`src/rtl/vcrp_pkg.sv`:
```
package vcrp_pkg;

    typedef enum logic [1:0] {
        MODE_REG_WRITE  = 2'd0,
        MODE_REG_READ   = 2'd1,
        MODE_MEM_RETURN = 2'd2,
        MODE_EVENT      = 2'd3
    } vcrp_mode_t;

    typedef enum logic [2:0] {
        REG_CTRL1       = 3'd0,
        REG_CTRL2       = 3'd1,
        REG_STATUS      = 3'd2,
        REG_SPRITE_ADDR = 3'd3,
        REG_SPRITE_DATA = 3'd4,
        REG_SCROLL      = 3'd5,
        REG_ADDR        = 3'd6,
        REG_DATA        = 3'd7
    } vcrp_reg_t;

    typedef enum logic [1:0] {
        EVT_VBLANK_START = 2'd0,
        EVT_VBLANK_END   = 2'd1,
        EVT_SPRITE_HIT   = 2'd2,
        EVT_OVERFLOW     = 2'd3
    } vcrp_event_t;

    localparam int STAT_VBLANK_BIT   = 7;
    localparam int STAT_HIT_BIT      = 6;
    localparam int STAT_OVERFLOW_BIT = 5;
    localparam int CTRL1_STEP_BIT    = 2;
    localparam int CTRL1_NMI_BIT     = 7;

    localparam logic [15:0] TEMP_NT_KEEP_MASK     = 16'hf3ff;
    localparam logic [15:0] TEMP_COARSE_KEEP_MASK = 16'hffe0;
    localparam logic [15:0] TEMP_SCROLL2_KEEP     = 16'h0c1f;
    localparam logic [7:0]  ADDR_HI_MASK          = 8'h3f;
    localparam logic [7:0]  SCROLL_COARSE_MASK    = 8'hf8;
    localparam logic [15:0] TEMP_HI_BYTE_MASK     = 16'hff00;
    localparam logic [15:0] STEP_ACROSS           = 16'd32;
    localparam logic [15:0] STEP_DOWN             = 16'd1;

    typedef struct packed {
        vcrp_mode_t  mode;
        vcrp_reg_t   reg_index;
        logic [7:0]  write_data;
        logic [7:0]  mem_return_data;
        vcrp_event_t event_code;
    } vcrp_item_t;

    typedef struct packed {
        logic [7:0]  read_data;
        logic [15:0] mem_addr;
        logic        mem_write;
        logic [7:0]  mem_write_data;
        logic        mem_read_request;
        logic [7:0]  sprite_mem_addr;
        logic [7:0]  sprite_mem_data;
        logic        sprite_mem_write;
        logic        interrupt_request;
    } vcrp_result_t;

endpackage

```
`src/rtl/vcrp_in_reg.sv`:
```
module vcrp_in_reg
    import vcrp_pkg::*;
(
    input  logic       clk,
    input  logic       rst_n,
    input  logic       up_valid,
    output logic       up_ready,
    input  vcrp_item_t up_item,
    output logic       dn_valid,
    input  logic       dn_ready,
    output vcrp_item_t dn_item
);

    logic       valid_reg;
    vcrp_item_t item_reg;

    assign up_ready = !valid_reg || dn_ready;
    assign dn_valid = valid_reg;
    assign dn_item  = item_reg;

    always_ff @(posedge clk or negedge rst_n)
    begin
        if (!rst_n)
        begin
            valid_reg <= 1'b0;
        end
        else if (up_ready)
        begin
            valid_reg <= up_valid;
        end
    end

    always_ff @(posedge clk)
    begin
        if (up_ready && up_valid)
        begin
            item_reg <= up_item;
        end
    end

endmodule

```
`src/rtl/vcrp_regs.sv`:
```
module vcrp_regs
    import vcrp_pkg::*;
(
    input  logic         clk,
    input  logic         rst_n,
    input  logic         fire,
    input  vcrp_item_t   item,
    output vcrp_result_t result
);

    logic [7:0]  control_one_reg, control_one_next;
    logic [7:0]  control_two_reg, control_two_next;
    logic [7:0]  status_flags_reg, status_flags_next;
    logic [7:0]  sprite_addr_reg, sprite_addr_next;
    logic [15:0] temp_addr_reg, temp_addr_next;
    logic [15:0] cur_addr_reg, cur_addr_next;
    logic [2:0]  fine_x_reg, fine_x_next;
    logic        toggle_reg, toggle_next;
    logic [7:0]  read_buf_reg, read_buf_next;

    logic [15:0] step;
    logic [7:0]  wd;

    assign step = control_one_reg[CTRL1_STEP_BIT] ? STEP_ACROSS : STEP_DOWN;
    assign wd   = item.write_data;

    always_comb
    begin
        control_one_next  = control_one_reg;
        control_two_next  = control_two_reg;
        status_flags_next = status_flags_reg;
        sprite_addr_next  = sprite_addr_reg;
        temp_addr_next    = temp_addr_reg;
        cur_addr_next     = cur_addr_reg;
        fine_x_next       = fine_x_reg;
        toggle_next       = toggle_reg;
        read_buf_next     = read_buf_reg;
        result            = '0;
        case (item.mode)
            MODE_REG_WRITE:
            begin
                case (item.reg_index)
                    REG_CTRL1:
                    begin
                        temp_addr_next = (temp_addr_reg & TEMP_NT_KEEP_MASK)
                            | {4'd0, wd[1:0], 10'd0};
                        control_one_next = wd;
                    end
                    REG_CTRL2:
                    begin
                        control_two_next = wd;
                    end
                    REG_SPRITE_ADDR:
                    begin
                        sprite_addr_next = wd;
                    end
                    REG_SPRITE_DATA:
                    begin
                        result.sprite_mem_addr  = sprite_addr_reg;
                        result.sprite_mem_data  = wd;
                        result.sprite_mem_write = 1'b1;
                        sprite_addr_next        = sprite_addr_reg + 8'd1;
                    end
                    REG_SCROLL:
                    begin
                        if (!toggle_reg)
                        begin
                            temp_addr_next = (temp_addr_reg & TEMP_COARSE_KEEP_MASK)
                                | {11'd0, wd[7:3]};
                            fine_x_next = wd[2:0];
                        end
                        else
                        begin
                            temp_addr_next = (temp_addr_reg & TEMP_SCROLL2_KEEP)
                                | {1'b0, wd[2:0], 12'd0}
                                | {6'd0, (wd & SCROLL_COARSE_MASK), 2'd0};
                        end
                        toggle_next = !toggle_reg;
                    end
                    REG_ADDR:
                    begin
                        if (!toggle_reg)
                        begin
                            temp_addr_next = {(wd & ADDR_HI_MASK), temp_addr_reg[7:0]};
                        end
                        else
                        begin
                            temp_addr_next = (temp_addr_reg & TEMP_HI_BYTE_MASK)
                                | {8'd0, wd};
                            cur_addr_next = (temp_addr_reg & TEMP_HI_BYTE_MASK)
                                | {8'd0, wd};
                        end
                        toggle_next = !toggle_reg;
                    end
                    REG_DATA:
                    begin
                        result.mem_addr       = cur_addr_reg;
                        result.mem_write      = 1'b1;
                        result.mem_write_data = wd;
                        cur_addr_next         = cur_addr_reg + step;
                    end
                    default:
                    begin
                    end
                endcase
            end
            MODE_REG_READ:
            begin
                case (item.reg_index)
                    REG_CTRL1:
                    begin
                        result.read_data = control_one_reg;
                    end
                    REG_CTRL2:
                    begin
                        result.read_data = control_two_reg;
                    end
                    REG_STATUS:
                    begin
                        result.read_data                   = status_flags_reg;
                        status_flags_next[STAT_VBLANK_BIT] = 1'b0;
                        toggle_next                        = 1'b0;
                    end
                    REG_SCROLL:
                    begin
                        result.read_data = cur_addr_reg[7:0];
                    end
                    REG_ADDR:
                    begin
                        result.read_data = temp_addr_reg[7:0];
                    end
                    REG_DATA:
                    begin
                        result.read_data        = read_buf_reg;
                        result.mem_addr         = cur_addr_reg;
                        result.mem_read_request = 1'b1;
                        cur_addr_next           = cur_addr_reg + step;
                    end
                    default:
                    begin
                    end
                endcase
            end
            MODE_MEM_RETURN:
            begin
                read_buf_next = item.mem_return_data;
            end
            default:
            begin
                case (item.event_code)
                    EVT_VBLANK_START:
                    begin
                        status_flags_next[STAT_VBLANK_BIT] = 1'b1;
                        result.interrupt_request = control_one_reg[CTRL1_NMI_BIT];
                    end
                    EVT_VBLANK_END:
                    begin
                        status_flags_next[STAT_VBLANK_BIT]   = 1'b0;
                        status_flags_next[STAT_HIT_BIT]      = 1'b0;
                        status_flags_next[STAT_OVERFLOW_BIT] = 1'b0;
                    end
                    EVT_SPRITE_HIT:
                    begin
                        status_flags_next[STAT_HIT_BIT] = 1'b1;
                    end
                    default:
                    begin
                        status_flags_next[STAT_OVERFLOW_BIT] = 1'b1;
                    end
                endcase
            end
        endcase
    end

    always_ff @(posedge clk or negedge rst_n)
    begin
        if (!rst_n)
        begin
            control_one_reg  <= '0;
            control_two_reg  <= '0;
            status_flags_reg <= '0;
            sprite_addr_reg  <= '0;
            temp_addr_reg    <= '0;
            cur_addr_reg     <= '0;
            fine_x_reg       <= '0;
            toggle_reg       <= 1'b0;
            read_buf_reg     <= '0;
        end
        else if (fire)
        begin
            control_one_reg  <= control_one_next;
            control_two_reg  <= control_two_next;
            status_flags_reg <= status_flags_next;
            sprite_addr_reg  <= sprite_addr_next;
            temp_addr_reg    <= temp_addr_next;
            cur_addr_reg     <= cur_addr_next;
            fine_x_reg       <= fine_x_next;
            toggle_reg       <= toggle_next;
            read_buf_reg     <= read_buf_next;
        end
    end

    a_one_request: assert property (@(posedge clk) disable iff (!rst_n)
        fire |-> $onehot0({result.mem_write, result.mem_read_request,
                           result.sprite_mem_write, result.interrupt_request}))
        else $error("More than one request raised by a single transaction.");

    a_status_read_clears: assert property (@(posedge clk) disable iff (!rst_n)
        (fire && item.mode == MODE_REG_READ && item.reg_index == REG_STATUS)
        |=> (!status_flags_reg[STAT_VBLANK_BIT] && !toggle_reg))
        else $error("Status read did not clear vblank and the write toggle.");

    a_addr_copy: assert property (@(posedge clk) disable iff (!rst_n)
        (fire && item.mode == MODE_REG_WRITE && item.reg_index == REG_ADDR && toggle_reg)
        |=> (cur_addr_reg == temp_addr_reg))
        else $error("Second address write did not load the current address.");

    a_sprite_inc: assert property (@(posedge clk) disable iff (!rst_n)
        (fire && item.mode == MODE_REG_WRITE && item.reg_index == REG_SPRITE_DATA)
        |=> (sprite_addr_reg == 8'($past(sprite_addr_reg) + 8'd1)))
        else $error("Sprite address did not advance after a sprite data write.");

endmodule

```
`src/rtl/vcrp_out_reg.sv`:
```
module vcrp_out_reg
    import vcrp_pkg::*;
(
    input  logic         clk,
    input  logic         rst_n,
    input  logic         up_valid,
    output logic         up_ready,
    input  vcrp_result_t up_result,
    output logic         dn_valid,
    input  logic         dn_ready,
    output vcrp_result_t dn_result
);

    logic         valid_reg;
    vcrp_result_t result_reg;

    assign up_ready  = !valid_reg || dn_ready;
    assign dn_valid  = valid_reg;
    assign dn_result = result_reg;

    always_ff @(posedge clk or negedge rst_n)
    begin
        if (!rst_n)
        begin
            valid_reg <= 1'b0;
        end
        else if (up_ready)
        begin
            valid_reg <= up_valid;
        end
    end

    always_ff @(posedge clk)
    begin
        if (up_ready && up_valid)
        begin
            result_reg <= up_result;
        end
    end

endmodule

```
`src/rtl/video_chip_register_port.sv`:
```
// CPU register port of a tile video chip. One transaction is accepted on every clock
// while the result side keeps up. Each transaction passes through the input register
// and then the result register, with the register file updated in the cycle the
// transaction moves from one to the other. Every transaction yields exactly one result,
// so a stalled result side holds back the input side through the ready chain.
module video_chip_register_port
    import vcrp_pkg::*;
(
    input  logic        clk,
    input  logic        rst_n,
    input  logic        item_valid,
    output logic        item_ready,
    input  logic [1:0]  mode,
    input  logic [2:0]  reg_index,
    input  logic [7:0]  write_data,
    input  logic [7:0]  mem_return_data,
    input  logic [1:0]  event_code,
    output logic        result_valid,
    input  logic        result_ready,
    output logic [7:0]  read_data,
    output logic [15:0] mem_addr,
    output logic        mem_write,
    output logic [7:0]  mem_write_data,
    output logic        mem_read_request,
    output logic [7:0]  sprite_mem_addr,
    output logic [7:0]  sprite_mem_data,
    output logic        sprite_mem_write,
    output logic        interrupt_request
);

    vcrp_item_t   in_item;
    vcrp_item_t   work_item;
    logic         work_valid;
    logic         work_ready;
    vcrp_result_t work_result;
    vcrp_result_t out_result;

    assign in_item.mode            = vcrp_mode_t'(mode);
    assign in_item.reg_index       = vcrp_reg_t'(reg_index);
    assign in_item.write_data      = write_data;
    assign in_item.mem_return_data = mem_return_data;
    assign in_item.event_code      = vcrp_event_t'(event_code);

    vcrp_in_reg u_in_reg (
        .clk      (clk),
        .rst_n    (rst_n),
        .up_valid (item_valid),
        .up_ready (item_ready),
        .up_item  (in_item),
        .dn_valid (work_valid),
        .dn_ready (work_ready),
        .dn_item  (work_item)
    );

    vcrp_regs u_regs (
        .clk    (clk),
        .rst_n  (rst_n),
        .fire   (work_valid && work_ready),
        .item   (work_item),
        .result (work_result)
    );

    vcrp_out_reg u_out_reg (
        .clk       (clk),
        .rst_n     (rst_n),
        .up_valid  (work_valid),
        .up_ready  (work_ready),
        .up_result (work_result),
        .dn_valid  (result_valid),
        .dn_ready  (result_ready),
        .dn_result (out_result)
    );

    assign read_data         = out_result.read_data;
    assign mem_addr          = out_result.mem_addr;
    assign mem_write         = out_result.mem_write;
    assign mem_write_data    = out_result.mem_write_data;
    assign mem_read_request  = out_result.mem_read_request;
    assign sprite_mem_addr   = out_result.sprite_mem_addr;
    assign sprite_mem_data   = out_result.sprite_mem_data;
    assign sprite_mem_write  = out_result.sprite_mem_write;
    assign interrupt_request = out_result.interrupt_request;

endmodule
```
`config.mk`:
```
export PLATFORM = sky130hd
export DESIGN_NAME = video_chip_register_port
export DESIGN_NICKNAME = d
export VERILOG_FILES = /design/src/rtl/vcrp_pkg.sv /design/src/rtl/vcrp_in_reg.sv /design/src/rtl/vcrp_regs.sv /design/src/rtl/vcrp_out_reg.sv /design/src/rtl/video_chip_register_port.sv
export SDC_FILE = /design/constraint.sdc
export NUM_CORES = 1
export LEC_CHECK = 0
export BUFFER_PORTS_ARGS = -buffer_cell sky130_fd_sc_hd__buf_2
export CAP_MARGIN = 10
export CORE_MARGIN = 2
export CORE_UTILIZATION = 40
export CTS_CLUSTER_DIAMETER = 40
export CTS_CLUSTER_SIZE = 14
export DETAILED_ROUTE_END_ITERATION = 8
export HOLD_SLACK_MARGIN = 0.06
export PLACE_DENSITY = 0.67
export SYNTH_ARGS = -nofsm -noshare
export SYNTH_HDL_FRONTEND = slang
export SYNTH_SLANG_ARGS = --single-unit
```
`constraint.sdc`:
```
create_clock -name clk -period 2.6 [get_ports clk]
set_input_delay 0.26 -clock clk [delete_from_list [all_inputs] [get_ports clk]]
set_output_delay 0.26 -clock clk [all_outputs]
set_load 0.02 [all_outputs]
```
==> results by stage, run 1 <==
STA:
- The maximum frequency from static timing analysis is 444 MHz.
- The worst pin sits at a relative slew slack of 45.4%.
- The setup total negative slack is 0 ns.
- The final-report hold violation count is 0.
- Setup repair after global routing left no endpoint under its margin.
- The setup violation total in the final timing report is 0.
- The time the final worst path needs with I/O delays and setup is 2.25 ns.
- For the final database, setup skew stands at 0.0120 ns.
- The max-slew violation count is 0.
- The worst path uses 86.6% of the clock period.
- The transition time at the pin with the least slew margin is 0.817 ns.

Clock network:
- The number of CTS-inserted buffers is 17.
- The root buffer selected by CTS is sky130_fd_sc_hd__clkbuf_16.
- The clock passes through at most 2 buffers.
- The number of instances resized during post-cts repair is 0.
- After clock tree synthesis, the clock-pin slew on the worst setup and hold paths is 0.06 ns.
- Clock tree synthesis found a total of 145 sinks.
- The number of levels the H-tree was split into is 4.
- TritonCTS built the clock tree.
- The later pin in the worst-skew pair is clocked with a latency of 0.43 ns.

Synthesis:
- Sequential elements use 61.3% of the synthesized area.
- Counting flops with an async set or reset pin after synthesis yields a share of 48.3%.
- The warning count from the yosys run is 0.
- Among all flip-flop cells after synthesis, the most frequent one is sky130_fd_sc_hd__edfxtp_1.
- Counting distinct cell types in the post-synthesis netlist gives 50.
- The count of flip-flops with a built-in enable after synthesis is 75.
- The post-synthesis area per instance is 11.9 µm².
- After synthesis the cells add up to 0.00653 mm².
- The number of nets handed over by synthesis was 589.
- The count of state elements after synthesis is 145.
- The gate count of the mapped netlist is 551.

Final layout:
- The register with the most flip-flops in the layout has 52 of them.
- Relative to the synthesized area, the layout overhead comes to 22.5%.
- The post-route netlist has 24.1% of its cells at a drive strength greater than 1.
- The most common library cell in the layout ignoring fill and taps is sky130_fd_sc_hd__buf_2.
- For this run, the share of the core covered by cells in the final layout is 50.2%.
- For this run, the post-layout net count is 693.
- The repair_antennas step left the layout with diodes totalling 0.
- In the layout the commonest cells are sky130_fd_sc_hd__buf_2 (80), sky130_fd_sc_hd__edfxtp_1 (75), sky130_fd_sc_hd__dfrtp_1 (70).

Power and ir drop:
- The clock group share of total power is 33.9%.
- The worst supply voltage drop on vdd is 0.521 mV.
- In this run the power density over the cells is 840 mW/mm².
- The switching power share of the total is 28.9%.
- The part of the power in registers is 49.2%.
- Of the total power, combinational logic draws 17.0%.
- The cell leakage power is 3.37 nW.
- Internal power comes to 0.00478 W.
- In this run the power spent charging and discharging nets is 0.00194 W.

Floorplan:
- Pin placement for this block handled 81 I/O pins.
- The die footprint is 0.0174 mm².
- The initial utilization of the core area, before any placement, comes to 41.0%.
- After floorplanning, the core was divided into 46 placement rows.
- The floorplan step set the die height to 132 µm.
- The overall die width is 132 µm.
- The floorplan step defined a core boundary enclosing 0.0159 mm².

Routing:
- The detailed-route via count is 4810.
- The count of nets left with antenna violations once routing finished came out at 0.
- In the routed design, unresolved DRC markers number 0.
- The ratio of routed vias to standard cells is 5.44.
- The detailed router finished its first iteration with 526 violations.
- For this block, the routed nets add up to 15300 µm of wire.
- In the final routed layout, each cell accounts on average for 17.3 µm.
- The number of iterations in the first detailed-routing pass is 6.

Outcome:
- The run finished with clean final reports.

Global routing:
- In the global route stage, met3 resource usage came out at 4.88%.
- The global-route wire length before repair is 24700 µm.
- The layer flagged by global routing as most heavily used is met2.
- The overall overflow remaining after global route is 0.
- The met2 layer usage reported by global route is 28.8%.
- Entering global routing, the biggest net connects 42 pins.
- The total routing usage reported by global routing is 18.3%.
- The number of global-route vias before repair came to 4635.
- The global routing met1 resource utilization is 24.5%.
- The number of antenna violations at the first check in global routing is 0.

Worst setup path:
- Of all nets on the critical path, the largest fanout is 11.
- Traced cell by cell, the critical path runs through inv_1, ha_1, nor2_1, or4_1, a21oi_1, a2bb2oi_1.
- For this run, the slowest stage of the critical path takes 0.75 ns.
- The element type at the critical path end is a flop.
- The number of buffers and inverters on the critical path is 1.
- The kind of cell with the highest combined delay along the critical path is simple AND/OR/NAND/NOR gates.
- For this design, the slowest cell found on the critical path is sky130_fd_sc_hd__or4_1.
- The worst endpoint required time is 2.95 ns.
- The sort of element at the start of the critical path is a flop.
- The critical setup path kind is flop to flop.
- Data arrives at the worst endpoint at 2.60 ns.

Placement:
- The last weighted congestion value of the routability-driven placer is 0.896.
- The count of input and output buffers is 80.
- After legalization and detailed placement, the total HPWL measured 10300 µm.

Hold path:
- The type of the worst min-delay path is input pin to flop.

Job:
- The number of maximum-capacitance constraint violations is 0.
==> power by group through the flow <==
stage	clock network, W	logic [W]	registers [W]
2_1_floorplan	0	0.000812	0.00321
3_3_place_gp	0	0.00106	0.00331
3_5_place_dp	0	0.00110	0.00334
4_1_cts	0.00232	0.00114	0.00330
5_1_grt	0.00243	0.00126	0.00336
6_report	0.00228	0.00114	0.00331
==> worst min-delay path, delay by kind of cell <==
family	cells	cell delay, ns
buffers and inverters	1	0.08
AND/OR/NAND/NOR	2	0.19
==> through the flow <==
stage	hold WS, ns	power, W	area, µm²	setup WS (ns)	std cells
6_report	0.151	0.00673	8000	0.347	884
5_1_grt	0.206	0.00706	8000	0.0805	884
4_1_cts	0.132	0.00676	8000	0.344	884
3_5_place_dp	0.335	0.00444	7200	0.368	827
3_3_place_gp	0.321	0.00438	7200	0.469	827
2_1_floorplan	-0.0356	0.00403	6540	0.116	551
==> cells by family (layout without fill, tap and decap cells) <==
family                   after synthesis  in the layout  share of synthesized area [%]
multiplexers                          32             32                           5.50
flip-flops                           145            145                           61.3
adder cells (fa/ha/maj)               11             11                           2.11
AO/OA/AOI/OAI                        134            134                           13.6
XOR/XNOR                               1              1                          0.134
AND/OR/NAND/NOR                      177            177                           14.2
buffers and inverters                 51            168                           3.26
==> cell usage after synthesis (all sizes together), types with 4 or more instances <==
| library cell | number | area [µm²] |
|---|---|---|
| a21oi | 43 | 215 |
| a222oi | 5 | 50.1 |
| a22o | 10 | 87.6 |
| a22oi | 12 | 90.1 |
| a2bb2oi | 6 | 52.6 |
| a31oi | 8 | 50.1 |
| a32o | 4 | 40.0 |
| a32oi | 4 | 35.0 |
| and2 | 20 | 125 |
| and3 | 30 | 188 |
| buf | 19 | 91.3 |
| clkbuf | 20 | 76.3 |
| dfrtp | 70 | 1750 |
| edfxtp | 75 | 2250 |
| ha | 11 | 138 |
| inv | 12 | 45.0 |
| mux2 | 31 | 349 |
| nand2 | 36 | 135 |
| nand2b | 5 | 31.3 |
| nand3 | 19 | 95.1 |
| nand4 | 7 | 43.8 |
| nor2 | 34 | 133 |
| nor2b | 6 | 37.5 |
| nor3 | 8 | 40.0 |
| o21ai | 17 | 85.1 |
| o22ai | 11 | 68.8 |
| o31ai | 4 | 30.0 |
==> routing by layer <==
layer  routed length, µm  part of all wire, %
met1                6810                   44
met2                7290                   48
met3                 975                  6.4
met4                 242                  1.6
met5                   0                    0
==> layout make-up <==
| class | instances | area, µm² |
|---|---|---|
| Tap cell | 216 | 270 |
| Clock inverter | 14 | 121 |
| Timing Repair Buffer | 124 | 806 |
| Sequential cell | 145 | 4000 |
| Multi-Input combinational cell | 355 | 2320 |
| Inverter | 12 | 48.8 |
| Clock buffer | 18 | 429 |
| Fill cell | 1428 | 7940 |
==> path summary, 6_finish.rpt <==
check	from	end	slack [ns]	cells after the start
min in group asynchronous	rst_n	u_out_reg.dn_valid	0.39	2
setup reg to reg	u_in_reg.dn_item[22]	u_regs.cur_addr_reg[14]	0.35	6
max in group asynchronous	rst_n	u_regs.cur_addr_reg[9]	1.59	3
setup / recovery	u_in_reg.dn_item[22]	u_regs.cur_addr_reg[14]	0.35	6
hold reg to reg	u_in_reg.dn_item[3]	u_regs.read_buf_reg[1]	0.47	1
hold / removal	result_ready	u_in_reg.dn_valid	0.15	3
==> timing repair <==
action / in CTS / in global routing
hold buffers: 25 / 0
endpoints found under the hold margin: 48 / 0
setup buffers: 0 / 0
setup endpoints to repair: 0 / 0
Power figures use the tool's default switching activity.
==> run 2: changes to the inputs <==
BUFFER_PORTS_ARGS = -buffer_cell sky130_fd_sc_hd__clkbuf_2   (was -buffer_cell sky130_fd_sc_hd__buf_2)
==> results by stage, run 2 (synthesized netlist as in run 1, its figures left out) <==
Outcome:
- The flow ran to the end, and the final reports show no timing, DRC or antenna violations.

Power and ir drop:
- The worst supply voltage drop on vdd is 0.472 mV (-9.4%).
- The power per unit of standard cell area is 859 mW/mm² (+2.2%).
- The cell leakage power was 3.39 nW (+0.65%).

STA:
- The maximum frequency from static timing analysis is 446 MHz (+0.46%).
- The transition time at the pin with the least slew margin is 0.838 ns (+0.0213 ns).
- The final-report hold violation count came to 0 (unchanged).
- Setup repair after global routing left no endpoint under its margin.
- The time the final worst path needs with I/O delays and setup came to 2.24 ns (-0.0104 ns).
- The setup violation total in the final timing report is 0 (unchanged).
- The clock skew after layout is 0.00881 ns (-0.00317 ns).
- The setup total negative slack is 0 ns (unchanged).
- The final critical-path share of the clock period is 86.3% (-0.40 points).
- The max-slew violation count came to 0 (unchanged).
- The relative max-transition margin is 44.0% (-1.4 points).

Final layout:
- The final antenna diode count was 0 (unchanged).
- The combined flip-flop and latch cell area is 0.00400 mm² (unchanged).
- The final core utilization came to 50.5% (+0.26 points).
- The post-layout net count is 693 (unchanged).
- The multi-input combinational cell area is 0.00232 mm² (unchanged).
- The flip-flop count of the largest register, all copies and words added is 52 (unchanged).
- Compared with the post-synthesis result, the final layout area differs by 23.1%.
- The fraction of layout cells with a size suffix above 1 is 24.9% (+0.75 points).
- The most common library cell in the layout ignoring fill and taps is sky130_fd_sc_hd__clkbuf_2.
- Leaving out fill and tap cells, the most frequent cells in the layout are sky130_fd_sc_hd__clkbuf_2 (80), sky130_fd_sc_hd__edfxtp_1 (75), sky130_fd_sc_hd__dfrtp_1 (70).
- The number of filler instances in the final layout is 1391 (-2.6%).

Worst setup path:
- The endpoint of the worst-slack reg-to-reg timing path is u_regs.cur_addr_reg[14].
- The element type at the critical path end is a flop.
- The endpoint arrival time on the critical path is 2.58 ns (-0.02 ns).
- The sort of element at the start of the critical path is a flop.
- The reg-to-reg startpoint is u_in_reg.dn_item[22].
- The endpoint of the worst setup timing path is u_regs.cur_addr_reg[14].
- The largest fanout on the critical path is 11 (unchanged).
- The critical path starts at u_in_reg.dn_item[22].
- The critical setup path kind is flop to flop.
- The number of cells on the worst reg-to-reg path is 6 (unchanged).
- The worst endpoint required time came to 2.94 ns (about the same).
- The setup slack of the worst register-to-register path came to 0.36 ns (about the same).

Routing:
- The count of routing violations after the opening detailed-route iteration came to 392 (-25%).
- The total DRC errors in the routed layout is 0 (unchanged).
- The detailed-route via count is 4854 (+0.91%).
- The number of nets with antenna violations after detailed routing is 0 (unchanged).
- The number of iterations in the first detailed-routing pass is 5 (-1).
- The mean routed wirelength per cell is 17.1 µm (-1.3%).
- The overall routed net length is 15100 µm (-1.3%).
- The ratio of routed vias to standard cells came to 5.49 (+0.91%).

Placement:
- The count of input and output buffers was 80 (unchanged).
- The half-perimeter wire length of the detailed placement result came to 10300 µm (-0.51%).
- The last weighted congestion value of the routability-driven placer is 0.909 (+1.5%).

Clock network:
- The clock tree from TritonCTS is yes.
- The clock insertion delay at the later pin of the skew report is 0.42 ns (about the same).
- The clock-pin slew on the worst setup and hold paths is 0.06 ns (about the same).
- The number of clock sinks seen by CTS is 145 (unchanged).
- The number of setup buffers added after CTS came to 0 (unchanged).
- The largest buffer count on any clock path is 2 (unchanged).
- The number of levels the H-tree was split into is 4 (unchanged).
- The tree is rooted in a sky130_fd_sc_hd__clkbuf_16.
- The number of instances resized during post-cts repair is 0 (unchanged).
- The number of CTS-inserted buffers came to 17 (unchanged).

Floorplan:
- The overall die width is 132 µm (unchanged).
- The effective utilization at floorplan is 41.0% (unchanged).
- The core region area was 0.0159 mm² (unchanged).
- The number of top-level pins is 81 (unchanged).
- The y dimension of the die is 132 µm (unchanged).
- The number of rows created at floorplan is 46 (unchanged).
- The die footprint is 0.0174 mm² (unchanged).

Global routing:
- The number of antenna violations at the first check in global routing came to 0 (unchanged).
- The overall overflow remaining after global route is 0 (unchanged).
- The number of global-route vias before repair is 4648 (+0.28%).
- The global-route wire length before repair was 24500 µm (-0.92%).
- The total routing usage reported by global routing is 18.0% (-0.24 points).
- The largest net degree at the start of global routing came to 42 (unchanged).

Job:
- The number of maximum-capacitance constraint violations is 0 (unchanged).

Hold path:
- The path class of the tightest hold or removal check is input pin to flop.
run 2: power breakdown:
group | switching [W] | leakage (nW) | total (W) | internal, W
combinational | 0.000606 | 1.50 | 0.00113 | 0.000522
clock | 0.000941 | 0.287 | 0.00248 | 0.00154
sequential | 0.000429 | 1.61 | 0.00330 | 0.00287
total | 0.00198 | 3.39 | 0.00691 | 0.00493
run 2: layout make-up:
type	count	area share, %
flip-flops and latches	145	49.8
well taps	216	3.36
repair buffers	124	9.86
clock buffers	20	5.55
multi-input cells	355	28.9
clock inverters	12	1.96
inverters	12	0.607
run 2: worst max-delay path, cell delays in order (launching register included):
cell and delay [ns]:
sky130_fd_sc_hd__edfxtp_1 0.42, sky130_fd_sc_hd__inv_1 0.10, sky130_fd_sc_hd__ha_1 0.34, sky130_fd_sc_hd__nor2_1 0.14
sky130_fd_sc_hd__or4_1 0.76, sky130_fd_sc_hd__a21oi_1 0.21, sky130_fd_sc_hd__a2bb2oi_1 0.17
run 2: worst min path at each step:
stage | endpoint | cells after the start | slack [ns] | from
after detailed placement | u_out_reg.dn_valid | 1 | 0.37 | rst_n
after global placement | u_in_reg.dn_valid | 1 | 0.36 | rst_n
after global routing | u_in_reg.dn_valid | 3 | 0.18 | result_ready
final | u_in_reg.dn_valid | 3 | 0.17 | result_ready
after floorplan | asynchronous set/reset pin | 0 | -0.04 | rst_n
after CTS | u_in_reg.dn_valid | 3 | 0.16 | result_ready
run 2: metrics by stage:
stage	std cells	hold slack (ns)	total power, W	worst slack [ns]	cell area [µm²]
3_3_place_gp	827	0.357	0.00438	0.467	7190
4_1_cts	884	0.158	0.00695	0.372	8040
5_1_grt	884	0.181	0.00725	0.117	8040
6_report	884	0.169	0.00691	0.357	8040
2_1_floorplan	551	-0.0356	0.00403	0.116	6540
3_5_place_dp	827	0.366	0.00443	0.399	7190
run 2: repair_timing:
item	in CTS	in global routing
hold endpoints to repair	49	0
setup endpoints to repair	0	0
hold buffers	25	0
run 2: routing by layer:
layer,GRT usage (%),vias up,share of wire [%]
li1,-,2276,-
met1,24.0,2382,45
met2,29.4,182,48
met3,3.77,14,5.6
met4,6.52,0,1.3
met5,0,-,0
